File: src/sv/pfvc_pkg.sv
// types, constants and microcode table shared by the velocity controller
package pfvc_pkg;

    localparam int VEL_W    = 16;
    localparam int ERR_W    = 17;
    localparam int DIFF_W   = 18;
    localparam int MAG_W    = 17;
    localparam int DT_W     = 20;
    localparam int STAT_W   = 8;
    localparam int ACC32_W  = 32;
    localparam int TERM_W   = 32;
    localparam int PROD_W   = VEL_W + TERM_W;
    localparam int ACC_W    = PROD_W + 2;
    localparam int FRAC_W   = 8;
    localparam int DIV_W    = MAG_W + DT_W;
    localparam int STEP_W   = 4;
    localparam int CFG_IDX_W = 3;

    localparam logic [DT_W-1:0] US_PER_SECOND = DT_W'(1000000);

    localparam logic [1:0] OP_MEASURED = 2'd0;
    localparam logic [1:0] OP_TARGET   = 2'd1;
    localparam logic [1:0] OP_STATUS   = 2'd2;

    localparam logic signed [STAT_W-1:0] DISABLE_STATUS = 8'sd2;

    localparam logic [CFG_IDX_W-1:0] REG_KP      = 3'd0;
    localparam logic [CFG_IDX_W-1:0] REG_KI      = 3'd1;
    localparam logic [CFG_IDX_W-1:0] REG_KD      = 3'd2;
    localparam logic [CFG_IDX_W-1:0] REG_KF      = 3'd3;
    localparam logic [CFG_IDX_W-1:0] REG_CEILING = 3'd4;
    localparam logic [CFG_IDX_W-1:0] REG_FLOOR   = 3'd5;

    localparam logic signed [VEL_W-1:0] KP_RESET      = 16'sd2560;
    localparam logic signed [VEL_W-1:0] KI_RESET      = 16'sd0;
    localparam logic signed [VEL_W-1:0] KD_RESET      = 16'sd0;
    localparam logic signed [VEL_W-1:0] KF_RESET      = 16'sd256;
    localparam logic signed [VEL_W-1:0] CEILING_RESET = 16'sd12800;
    localparam logic signed [VEL_W-1:0] FLOOR_RESET   = 16'sd0;
    localparam logic signed [VEL_W-1:0] TARGET_RESET  = 16'sd512;

    typedef struct packed {
        logic [1:0]               opcode;
        logic signed [VEL_W-1:0]  velocity_value;
        logic [DT_W-1:0]          elapsed_us;
        logic signed [STAT_W-1:0] status_code;
    } in_item_t;

    typedef struct packed {
        logic signed [VEL_W-1:0] throttle_command;
        logic                    updated;
    } out_item_t;

    typedef enum logic [3:0] {
        U_LOAD,
        U_ERR,
        U_SCALE,
        U_DIV_GO,
        U_NOP,
        U_RATE,
        U_MUL,
        U_ADD,
        U_CLAMP,
        U_EMIT
    } uop_t;

    typedef enum logic [1:0] {
        T_PROP,
        T_INTEG,
        T_DERIV,
        T_FEED
    } term_sel_t;

    typedef enum logic [2:0] {
        J_NEXT,
        J_WAIT_IN,
        J_SKIP,
        J_WAIT_DIV,
        J_WAIT_OUT
    } jump_t;

    typedef struct packed {
        uop_t              uop;
        term_sel_t         sel;
        jump_t             jump;
        logic [STEP_W-1:0] target;
    } ctl_word_t;

    localparam logic [STEP_W-1:0] S_WAIT = 4'd0;
    localparam logic [STEP_W-1:0] S_EMIT = 4'd15;

    function automatic ctl_word_t microcode(input logic [STEP_W-1:0] step);
        ctl_word_t cw;
        cw = '{U_NOP, T_PROP, J_NEXT, S_WAIT};
        case (step)
            4'd0:  cw = '{U_LOAD,   T_PROP,  J_WAIT_IN,  S_WAIT};
            4'd1:  cw = '{U_ERR,    T_PROP,  J_SKIP,     S_EMIT};
            4'd2:  cw = '{U_SCALE,  T_PROP,  J_NEXT,     S_WAIT};
            4'd3:  cw = '{U_DIV_GO, T_PROP,  J_NEXT,     S_WAIT};
            4'd4:  cw = '{U_NOP,    T_PROP,  J_WAIT_DIV, S_WAIT};
            4'd5:  cw = '{U_RATE,   T_PROP,  J_NEXT,     S_WAIT};
            4'd6:  cw = '{U_MUL,    T_PROP,  J_NEXT,     S_WAIT};
            4'd7:  cw = '{U_ADD,    T_PROP,  J_NEXT,     S_WAIT};
            4'd8:  cw = '{U_MUL,    T_INTEG, J_NEXT,     S_WAIT};
            4'd9:  cw = '{U_ADD,    T_INTEG, J_NEXT,     S_WAIT};
            4'd10: cw = '{U_MUL,    T_DERIV, J_NEXT,     S_WAIT};
            4'd11: cw = '{U_ADD,    T_DERIV, J_NEXT,     S_WAIT};
            4'd12: cw = '{U_MUL,    T_FEED,  J_NEXT,     S_WAIT};
            4'd13: cw = '{U_ADD,    T_FEED,  J_NEXT,     S_WAIT};
            4'd14: cw = '{U_CLAMP,  T_PROP,  J_NEXT,     S_WAIT};
            4'd15: cw = '{U_EMIT,   T_PROP,  J_WAIT_OUT, S_WAIT};
            default: cw = '{U_NOP,  T_PROP,  J_NEXT,     S_WAIT};
        endcase
        return cw;
    endfunction

endpackage

File: src/sv/pfvc_div.sv
// restoring unsigned divider, one quotient bit per cycle
module pfvc_div
    import pfvc_pkg::*;
(
    input  logic             clk,
    input  logic             rst_n,
    input  logic             start,
    input  logic [DIV_W-1:0] dividend,
    input  logic [DT_W-1:0]  divisor,
    output logic             busy,
    output logic [DIV_W-1:0] quotient
);

    localparam int CNT_W = $clog2(DIV_W);

    logic             busy_reg;
    logic [CNT_W-1:0] cnt_reg;
    logic [DIV_W-1:0] quo_reg;
    logic [DT_W-1:0]  rem_reg;
    logic [DT_W-1:0]  den_reg;
    logic [DT_W:0]    trial;
    logic             fits;
    logic [DT_W:0]    trial_sub;

    assign trial     = {rem_reg, quo_reg[DIV_W-1]};
    assign fits      = trial >= {1'b0, den_reg};
    assign trial_sub = trial - {1'b0, den_reg};

    always_ff @(posedge clk or negedge rst_n)
    begin
        if (!rst_n)
        begin
            busy_reg <= 1'b0;
            cnt_reg  <= '0;
        end
        else if (start)
        begin
            busy_reg <= 1'b1;
            cnt_reg  <= '0;
        end
        else if (busy_reg)
        begin
            if (cnt_reg == CNT_W'(DIV_W - 1))
                busy_reg <= 1'b0;
            cnt_reg <= cnt_reg + 1'b1;
        end
    end

    always_ff @(posedge clk)
    begin
        if (start)
        begin
            quo_reg <= dividend;
            rem_reg <= '0;
            den_reg <= divisor;
        end
        else if (busy_reg)
        begin
            quo_reg <= {quo_reg[DIV_W-2:0], fits};
            rem_reg <= fits ? trial_sub[DT_W-1:0] : trial[DT_W-1:0];
        end
    end

    assign busy     = busy_reg;
    assign quotient = quo_reg;

endmodule

File: src/sv/pid_feedforward_velocity_controller.sv
// velocity controller top level: microcoded pid with feedforward and clamp
//
// Each item is a measured velocity, a target velocity or a status event, and
// gives one result. An item that recomputes the command holds off the next
// item until its result is emitted, mostly while the restoring divider
// forms the error rate; the remaining steps of the 16-step microprogram do
// the error update, four multiply-accumulates and the clamp. Other items
// skip the arithmetic. The result sits in an output register, so the
// next item can be taken while it waits. Configuration writes are taken at
// any time but belong in idle periods.
module pid_feedforward_velocity_controller
    import pfvc_pkg::*;
(
    input  logic                 clk,
    input  logic                 rst_n,
    input  logic                 in_valid,
    output logic                 in_ready,
    input  in_item_t             in_data,
    output logic                 out_valid,
    input  logic                 out_ready,
    output out_item_t            out_data,
    input  logic                 cfg_valid,
    output logic                 cfg_ready,
    input  logic [CFG_IDX_W-1:0] cfg_index,
    input  logic [VEL_W-1:0]     cfg_data
);

    localparam int SH_W = ACC_W - FRAC_W;

    logic [STEP_W-1:0] step_reg;
    logic [STEP_W-1:0] step_next;
    ctl_word_t         cw;

    logic signed [VEL_W-1:0] kp_reg, ki_reg, kd_reg, kf_reg;
    logic signed [VEL_W-1:0] ceiling_reg, floor_reg;

    logic signed [VEL_W-1:0]   target_reg;
    logic signed [VEL_W-1:0]   measured_reg;
    logic signed [ERR_W-1:0]   last_error_reg;
    logic signed [ACC32_W-1:0] error_sum_reg;
    logic signed [ACC32_W-1:0] error_rate_reg;
    logic                      loop_en_reg;
    logic signed [VEL_W-1:0]   held_reg;
    logic                      upd_reg;
    logic [DT_W-1:0]           dt_reg;

    logic signed [ERR_W-1:0] err_reg;
    logic                    neg_reg;
    logic [MAG_W-1:0]        mag_reg;
    logic [DIV_W-1:0]        dividend_reg;
    logic signed [PROD_W-1:0] prod_reg;
    logic signed [ACC_W-1:0]  acc_reg;

    logic                  out_valid_reg;
    out_item_t             out_data_reg;

    logic                  accept;
    logic                  emit_ok;
    logic                  div_start;
    logic                  div_busy;
    logic [DIV_W-1:0]      div_quo;

    logic signed [ERR_W-1:0]    err_calc;
    logic signed [DIFF_W-1:0]   diff_calc;
    logic [DIFF_W-1:0]          diff_abs;
    logic signed [ACC32_W:0]    sum_wide;
    logic signed [ACC32_W-1:0]  sum_sat;
    logic signed [ACC32_W-1:0]  rate_sat;
    logic signed [VEL_W-1:0]    mul_a;
    logic signed [TERM_W-1:0]   mul_b;
    logic signed [PROD_W-1:0]   mul_p;
    logic signed [SH_W-1:0]     shifted;
    logic signed [SH_W-1:0]     capped;
    logic signed [SH_W-1:0]     clamped;

    assign cw        = microcode(step_reg);
    assign in_ready  = (cw.jump == J_WAIT_IN);
    assign accept    = in_valid && in_ready;
    assign emit_ok   = !out_valid_reg || out_ready;
    assign div_start = (cw.uop == U_DIV_GO);
    assign cfg_ready = 1'b1;
    assign out_valid = out_valid_reg;
    assign out_data  = out_data_reg;

    pfvc_div u_div (
        .clk      (clk),
        .rst_n    (rst_n),
        .start    (div_start),
        .dividend (dividend_reg),
        .divisor  (dt_reg),
        .busy     (div_busy),
        .quotient (div_quo)
    );

    // sequencer
    always_comb
    begin
        step_next = step_reg + 1'b1;
        unique case (cw.jump)
            J_NEXT:     step_next = step_reg + 1'b1;
            J_WAIT_IN:  step_next = accept ? step_reg + 1'b1 : step_reg;
            J_SKIP:     step_next = upd_reg ? step_reg + 1'b1 : cw.target;
            J_WAIT_DIV: step_next = div_busy ? step_reg : step_reg + 1'b1;
            J_WAIT_OUT: step_next = emit_ok ? cw.target : step_reg;
            default:    step_next = step_reg + 1'b1;
        endcase
    end

    always_ff @(posedge clk or negedge rst_n)
    begin
        if (!rst_n)
            step_reg <= S_WAIT;
        else
            step_reg <= step_next;
    end

    // datapath arithmetic
    always_comb
    begin
        err_calc  = ERR_W'(target_reg) - ERR_W'(measured_reg);
        diff_calc = DIFF_W'(err_calc) - DIFF_W'(last_error_reg);
        diff_abs  = diff_calc[DIFF_W-1] ? DIFF_W'(-diff_calc) : DIFF_W'(diff_calc);

        sum_wide = (ACC32_W+1)'(error_sum_reg) + (ACC32_W+1)'(err_reg);
        if (sum_wide[ACC32_W] != sum_wide[ACC32_W-1])
            sum_sat = sum_wide[ACC32_W] ? {1'b1, {(ACC32_W-1){1'b0}}}
                                        : {1'b0, {(ACC32_W-1){1'b1}}};
        else
            sum_sat = sum_wide[ACC32_W-1:0];

        if (!neg_reg)
            rate_sat = (div_quo > DIV_W'({1'b0, {(ACC32_W-1){1'b1}}}))
                     ? {1'b0, {(ACC32_W-1){1'b1}}} : div_quo[ACC32_W-1:0];
        else
            rate_sat = (div_quo > DIV_W'({1'b1, {(ACC32_W-1){1'b0}}}))
                     ? {1'b1, {(ACC32_W-1){1'b0}}} : -div_quo[ACC32_W-1:0];

        case (cw.sel)
            T_PROP:
            begin
                mul_a = kp_reg;
                mul_b = TERM_W'(last_error_reg);
            end
            T_INTEG:
            begin
                mul_a = ki_reg;
                mul_b = error_sum_reg;
            end
            T_DERIV:
            begin
                mul_a = kd_reg;
                mul_b = error_rate_reg;
            end
            default:
            begin
                mul_a = kf_reg;
                mul_b = TERM_W'(target_reg);
            end
        endcase
        mul_p = mul_a * mul_b;

        shifted = SH_W'(acc_reg >>> FRAC_W);
        capped  = (shifted > SH_W'(ceiling_reg)) ? SH_W'(ceiling_reg) : shifted;
        clamped = (capped < SH_W'(floor_reg)) ? SH_W'(floor_reg) : capped;
    end

    // configuration registers
    always_ff @(posedge clk or negedge rst_n)
    begin
        if (!rst_n)
        begin
            kp_reg      <= KP_RESET;
            ki_reg      <= KI_RESET;
            kd_reg      <= KD_RESET;
            kf_reg      <= KF_RESET;
            ceiling_reg <= CEILING_RESET;
            floor_reg   <= FLOOR_RESET;
        end
        else if (cfg_valid)
        begin
            unique case (cfg_index)
                REG_KP:      kp_reg      <= cfg_data;
                REG_KI:      ki_reg      <= cfg_data;
                REG_KD:      kd_reg      <= cfg_data;
                REG_KF:      kf_reg      <= cfg_data;
                REG_CEILING: ceiling_reg <= cfg_data;
                REG_FLOOR:   floor_reg   <= cfg_data;
                default:     ;
            endcase
        end
    end

    // controller state
    always_ff @(posedge clk or negedge rst_n)
    begin
        if (!rst_n)
        begin
            target_reg     <= TARGET_RESET;
            measured_reg   <= '0;
            last_error_reg <= '0;
            error_sum_reg  <= '0;
            error_rate_reg <= '0;
            loop_en_reg    <= 1'b1;
            held_reg       <= '0;
            upd_reg        <= 1'b0;
            out_valid_reg  <= 1'b0;
        end
        else
        begin
            if (cw.uop == U_EMIT && emit_ok)
                out_valid_reg <= 1'b1;
            else if (out_ready)
                out_valid_reg <= 1'b0;
            unique case (cw.uop)
                U_LOAD:
                begin
                    if (accept)
                    begin
                        if (in_data.opcode == OP_MEASURED)
                            measured_reg <= in_data.velocity_value;
                        if (in_data.opcode == OP_TARGET)
                            target_reg <= in_data.velocity_value;
                        if (in_data.opcode == OP_STATUS
                            && in_data.status_code == DISABLE_STATUS)
                            loop_en_reg <= 1'b0;
                        upd_reg <= (in_data.opcode == OP_MEASURED
                                    || in_data.opcode == OP_TARGET)
                                   && loop_en_reg && (in_data.elapsed_us != '0);
                    end
                end
                U_RATE:
                begin
                    error_rate_reg <= rate_sat;
                    error_sum_reg  <= sum_sat;
                    last_error_reg <= err_reg;
                end
                U_CLAMP:
                    held_reg <= clamped[VEL_W-1:0];
                default: ;
            endcase
        end
    end

    // working registers
    always_ff @(posedge clk)
    begin
        unique case (cw.uop)
            U_LOAD:
                if (accept)
                    dt_reg <= in_data.elapsed_us;
            U_ERR:
            begin
                err_reg <= err_calc;
                neg_reg <= diff_calc[DIFF_W-1];
                mag_reg <= diff_abs[MAG_W-1:0];
            end
            U_SCALE:
                dividend_reg <= DIV_W'(mag_reg) * DIV_W'(US_PER_SECOND);
            U_RATE:
                acc_reg <= '0;
            U_MUL:
                prod_reg <= mul_p;
            U_ADD:
                acc_reg <= acc_reg + ACC_W'(prod_reg);
            U_EMIT:
                if (emit_ok)
                begin
                    out_data_reg.throttle_command <= held_reg;
                    out_data_reg.updated          <= upd_reg;
                end
            default: ;
        endcase
    end

endmodule

File: config.mk
export PLATFORM = sky130hd
export DESIGN_NAME = pid_feedforward_velocity_controller
export DESIGN_NICKNAME = d
export VERILOG_FILES = /design/src/sv/pfvc_pkg.sv /design/src/sv/pfvc_div.sv /design/src/sv/pid_feedforward_velocity_controller.sv
export SDC_FILE = /design/constraint.sdc
export NUM_CORES = 2
export LEC_CHECK = 0
export ABC_AREA = 1
export BUFFER_PORTS_ARGS = -buffer_cell sky130_fd_sc_hd__buf_2
export CORE_UTILIZATION = 60
export DETAILED_ROUTE_END_ITERATION = 12
export PLACE_DENSITY_LB_ADDON = 0.15
export SKIP_CTS_REPAIR_TIMING = 1
export SLEW_MARGIN = 0
export SYNTH_ARGS = -nofsm -noshare
export SYNTH_HDL_FRONTEND = slang
export SYNTH_SLANG_ARGS = --single-unit
File: constraint.sdc
create_clock -name clk -period 11.6 [get_ports clk]
set_clock_uncertainty 0.2 [all_clocks]
set_input_delay 1.16 -clock clk [delete_from_list [all_inputs] [get_ports clk]]
set_output_delay 1.16 -clock clk [all_outputs]
set_load 0.05 [all_outputs]
==> results.cfg <==
[floorplan]
ios = 90
die_w_um = 295
die_area_sq_mm = 0.0871
core-area_sq_mm = 0.0851
start_util_pct = 60.5
rows = 107
die_h_um = 295

[global_route]
overflow = 0
grt_pass1_wl_mm = 225
grt_max_degree = 109
track_usage_pct = 33.6
grt_pass1_vias = 40200
grt_antenna_before_repair = 3

[setup_path]
worstSetupStartpointType = flop
cp.required_ns = 11.81
r2r_setup_slack_ns = 1.29
path_buf_inv = 8
cp.depth = 33
critical_path_arrival_ns = 10.52
slowest_delay_ns = 0.73
crit_start = step_reg[1]
path_delay_family = adder cells
critPathCaptureType = flop
slowest_stage = o21ai_1
r2r-end = prod_reg[47]
reg2reg_from = step_reg[1]
r2r_cells = 33
critPathCapture = prod_reg[47]
path_max_fanout = 33
critPathKind = reg2reg

[final_layout]
syn_to_final_growth_pct = 7.19
fin_area_sq_mm = 0.0552
largest_register_ffs = 50
diodes = 0
drive_above_1_share_pct = 5.76
fin_cells = 7260
fin_nets = 7140

[logic_synthesis]
synth-seq-area-share_pct = 27.4
synthArstFlopShare_pct = 46.2
syn-instance-count = 6026
synth_warnings = 0
syn_avg_cell_area_sq_um = 8.55
syn_area_sq_mm = 0.0515
yosys_most_used_dff = edfxtp_1
synth_edf_count = 258
synth_fp_nets = 7099
synth_cell_types = 67
ys_ff_latch = 517

[clocking]
cts_sinks = 517
cts_made_buffers = 58
clock_latency_ns = 0.67
clk_path_buf_depth = 3
root_buffer = clkbuf_16
htree_levels = 2
path_clk_slew_ns = 0.07
tritoncts = built

[sta]
slew_headroom_pct = 13.9
setup_slack_ns = 1.29
tns_ns = 0
setup_viol_count_final = 0
fin_crit_sh_pct = 88.9
rsz0062_at_grt = false
period_minus_slack_ns = 10.31
max_freq_ghz = 0.0970
slew_viol_final = 0
hold_violations = 0
worst_pin_slew_ns = 1.28

[outcome]
outcome = finished, final reports clean

[drt]
drt_iter0_markers = 3876
drtPass1Iterations = 8
ant_nets = 0
routed_wl_mm = 144
viasPerCell = 5.68
drc = 0
vias = 41200
wire_per_inst_um = 19.8

[flow_run]
maxCapViolCount = 0

[placed_design]
routabilityCongestion = 1.02
io_buffers = 88
placed_cells = 7151
dp_slack_ns = 1.28
hpwl_mm = 113
placed_cell_area_sq_mm = 0.0532

[min_path]
hold_path_class = reg2reg
==> routing by layer <==
metal | up-vias | global-route usage [%] | share of wire, %
li1 | 19300 | - | -
met1 | 19900 | 49.7 | 44
met2 | 1703 | 49.3 | 43
met3 | 286 | 7.13 | 9.5
met4 | 2 | 11.1 | 3.6
met5 | - | 0 | 0.0090
==> cell usage in the layout (no fill, tap or decap), drive strengths merged, types with 4 or more instances in the layout <==
cell	instances
edfxtp	258
a21o	17
o32a	5
nor2	505
o22ai	13
a22oi	41
a21oi	373
o31ai	9
clkinvlp	5
dfrtp	231
dfxtp	20
a211oi	12
nor3	36
ha	452
nand2	1044
dfstp	8
bufinv	4
buf	139
xnor2	64
o21bai	12
and2	4
o221ai	17
xor2	129
o21ai	502
a31oi	33
nor4	21
inv	1187
or2	20
o21a	34
clkinv	33
a21boi	12
o211ai	16
fa	551
a221oi	7
clkbuf	78
nand4	38
nand3	166
==> cells by family after synthesis <==
logic type,share of synthesized area (%)
compound gates,12.0
xor+xnor,3.28
fa+ha+maj,32.4
buf+inv,10.0
flops,27.4
other cells,0.00728
simple gates,14.9
==> final cells by class <==
type | instances | area, sq um
multi-input cells | 4153 | 32300
fillers | 7374 | 29900
flip-flops and latches | 517 | 14100
inverters | 1198 | 4500
clock buffers | 78 | 1670
well taps | 1144 | 1430
repair buffers | 139 | 833
clock inverters | 31 | 362
==> stage by stage <==
| stage | hold WS, ns | util, % |
|---|---|---|
| 4_1_cts | 0.219 | 64.9 |
| 3_5_place_dp | 0.207 | 62.5 |
| 2_1_floorplan | 0.200 | - |
| 5_1_grt | 0.224 | 64.9 |
| 3_3_place_gp | 0.205 | 62.5 |
| 6_report | 0.215 | 64.9 |
==> how the worst min path moves through the flow <==
stage,start,end,slack [ns],depth (start not counted)
floorplan,dt_reg[0],u_div.den_reg[0],0.20,0
global placement,dt_reg[13],u_div.den_reg[13],0.21,0
detailed placement,dt_reg[7],u_div.den_reg[7],0.21,0
CTS,dt_reg[2],u_div.den_reg[2],0.22,0
global route,dt_reg[9],u_div.den_reg[9],0.22,0
finish,dt_reg[2],u_div.den_reg[2],0.21,0
==> cells in the mapped netlist, types with 14 or more instances <==
master       n  share of area, %
a21o_1      17              0.25
inv_1     1169               8.5
or2_2       17              0.21
o211ai_1    16              0.23
o21a_1      34              0.50
nor2_1     494               3.6
nand3_1    142               1.4
dfrtp_1    231                11
xnor2_1     64               1.1
nand4_1     37              0.45
o221ai_1    17              0.29
a21oi_1    373               3.6
nor4_1      20              0.24
clkinv_1    16              0.12
nor3_1      34              0.33
buf_2       19              0.18
fa_1       551                21
edfxtp_1   258                15
nand3_2     23              0.45
ha_1       452                11
o21ai_1     69              0.67
nand2_1   1034               7.5
o21ai_0    429               4.2
buf_1       14              0.10
xor2_1     129               2.2
a31oi_1     33              0.40
clkbuf_1   116              0.84
a22oi_1     40              0.58
dfxtp_1     20              0.78
Power is not shown: default switching activity piles up to over one toggle a cycle in this logic, so the estimate is an artifact.
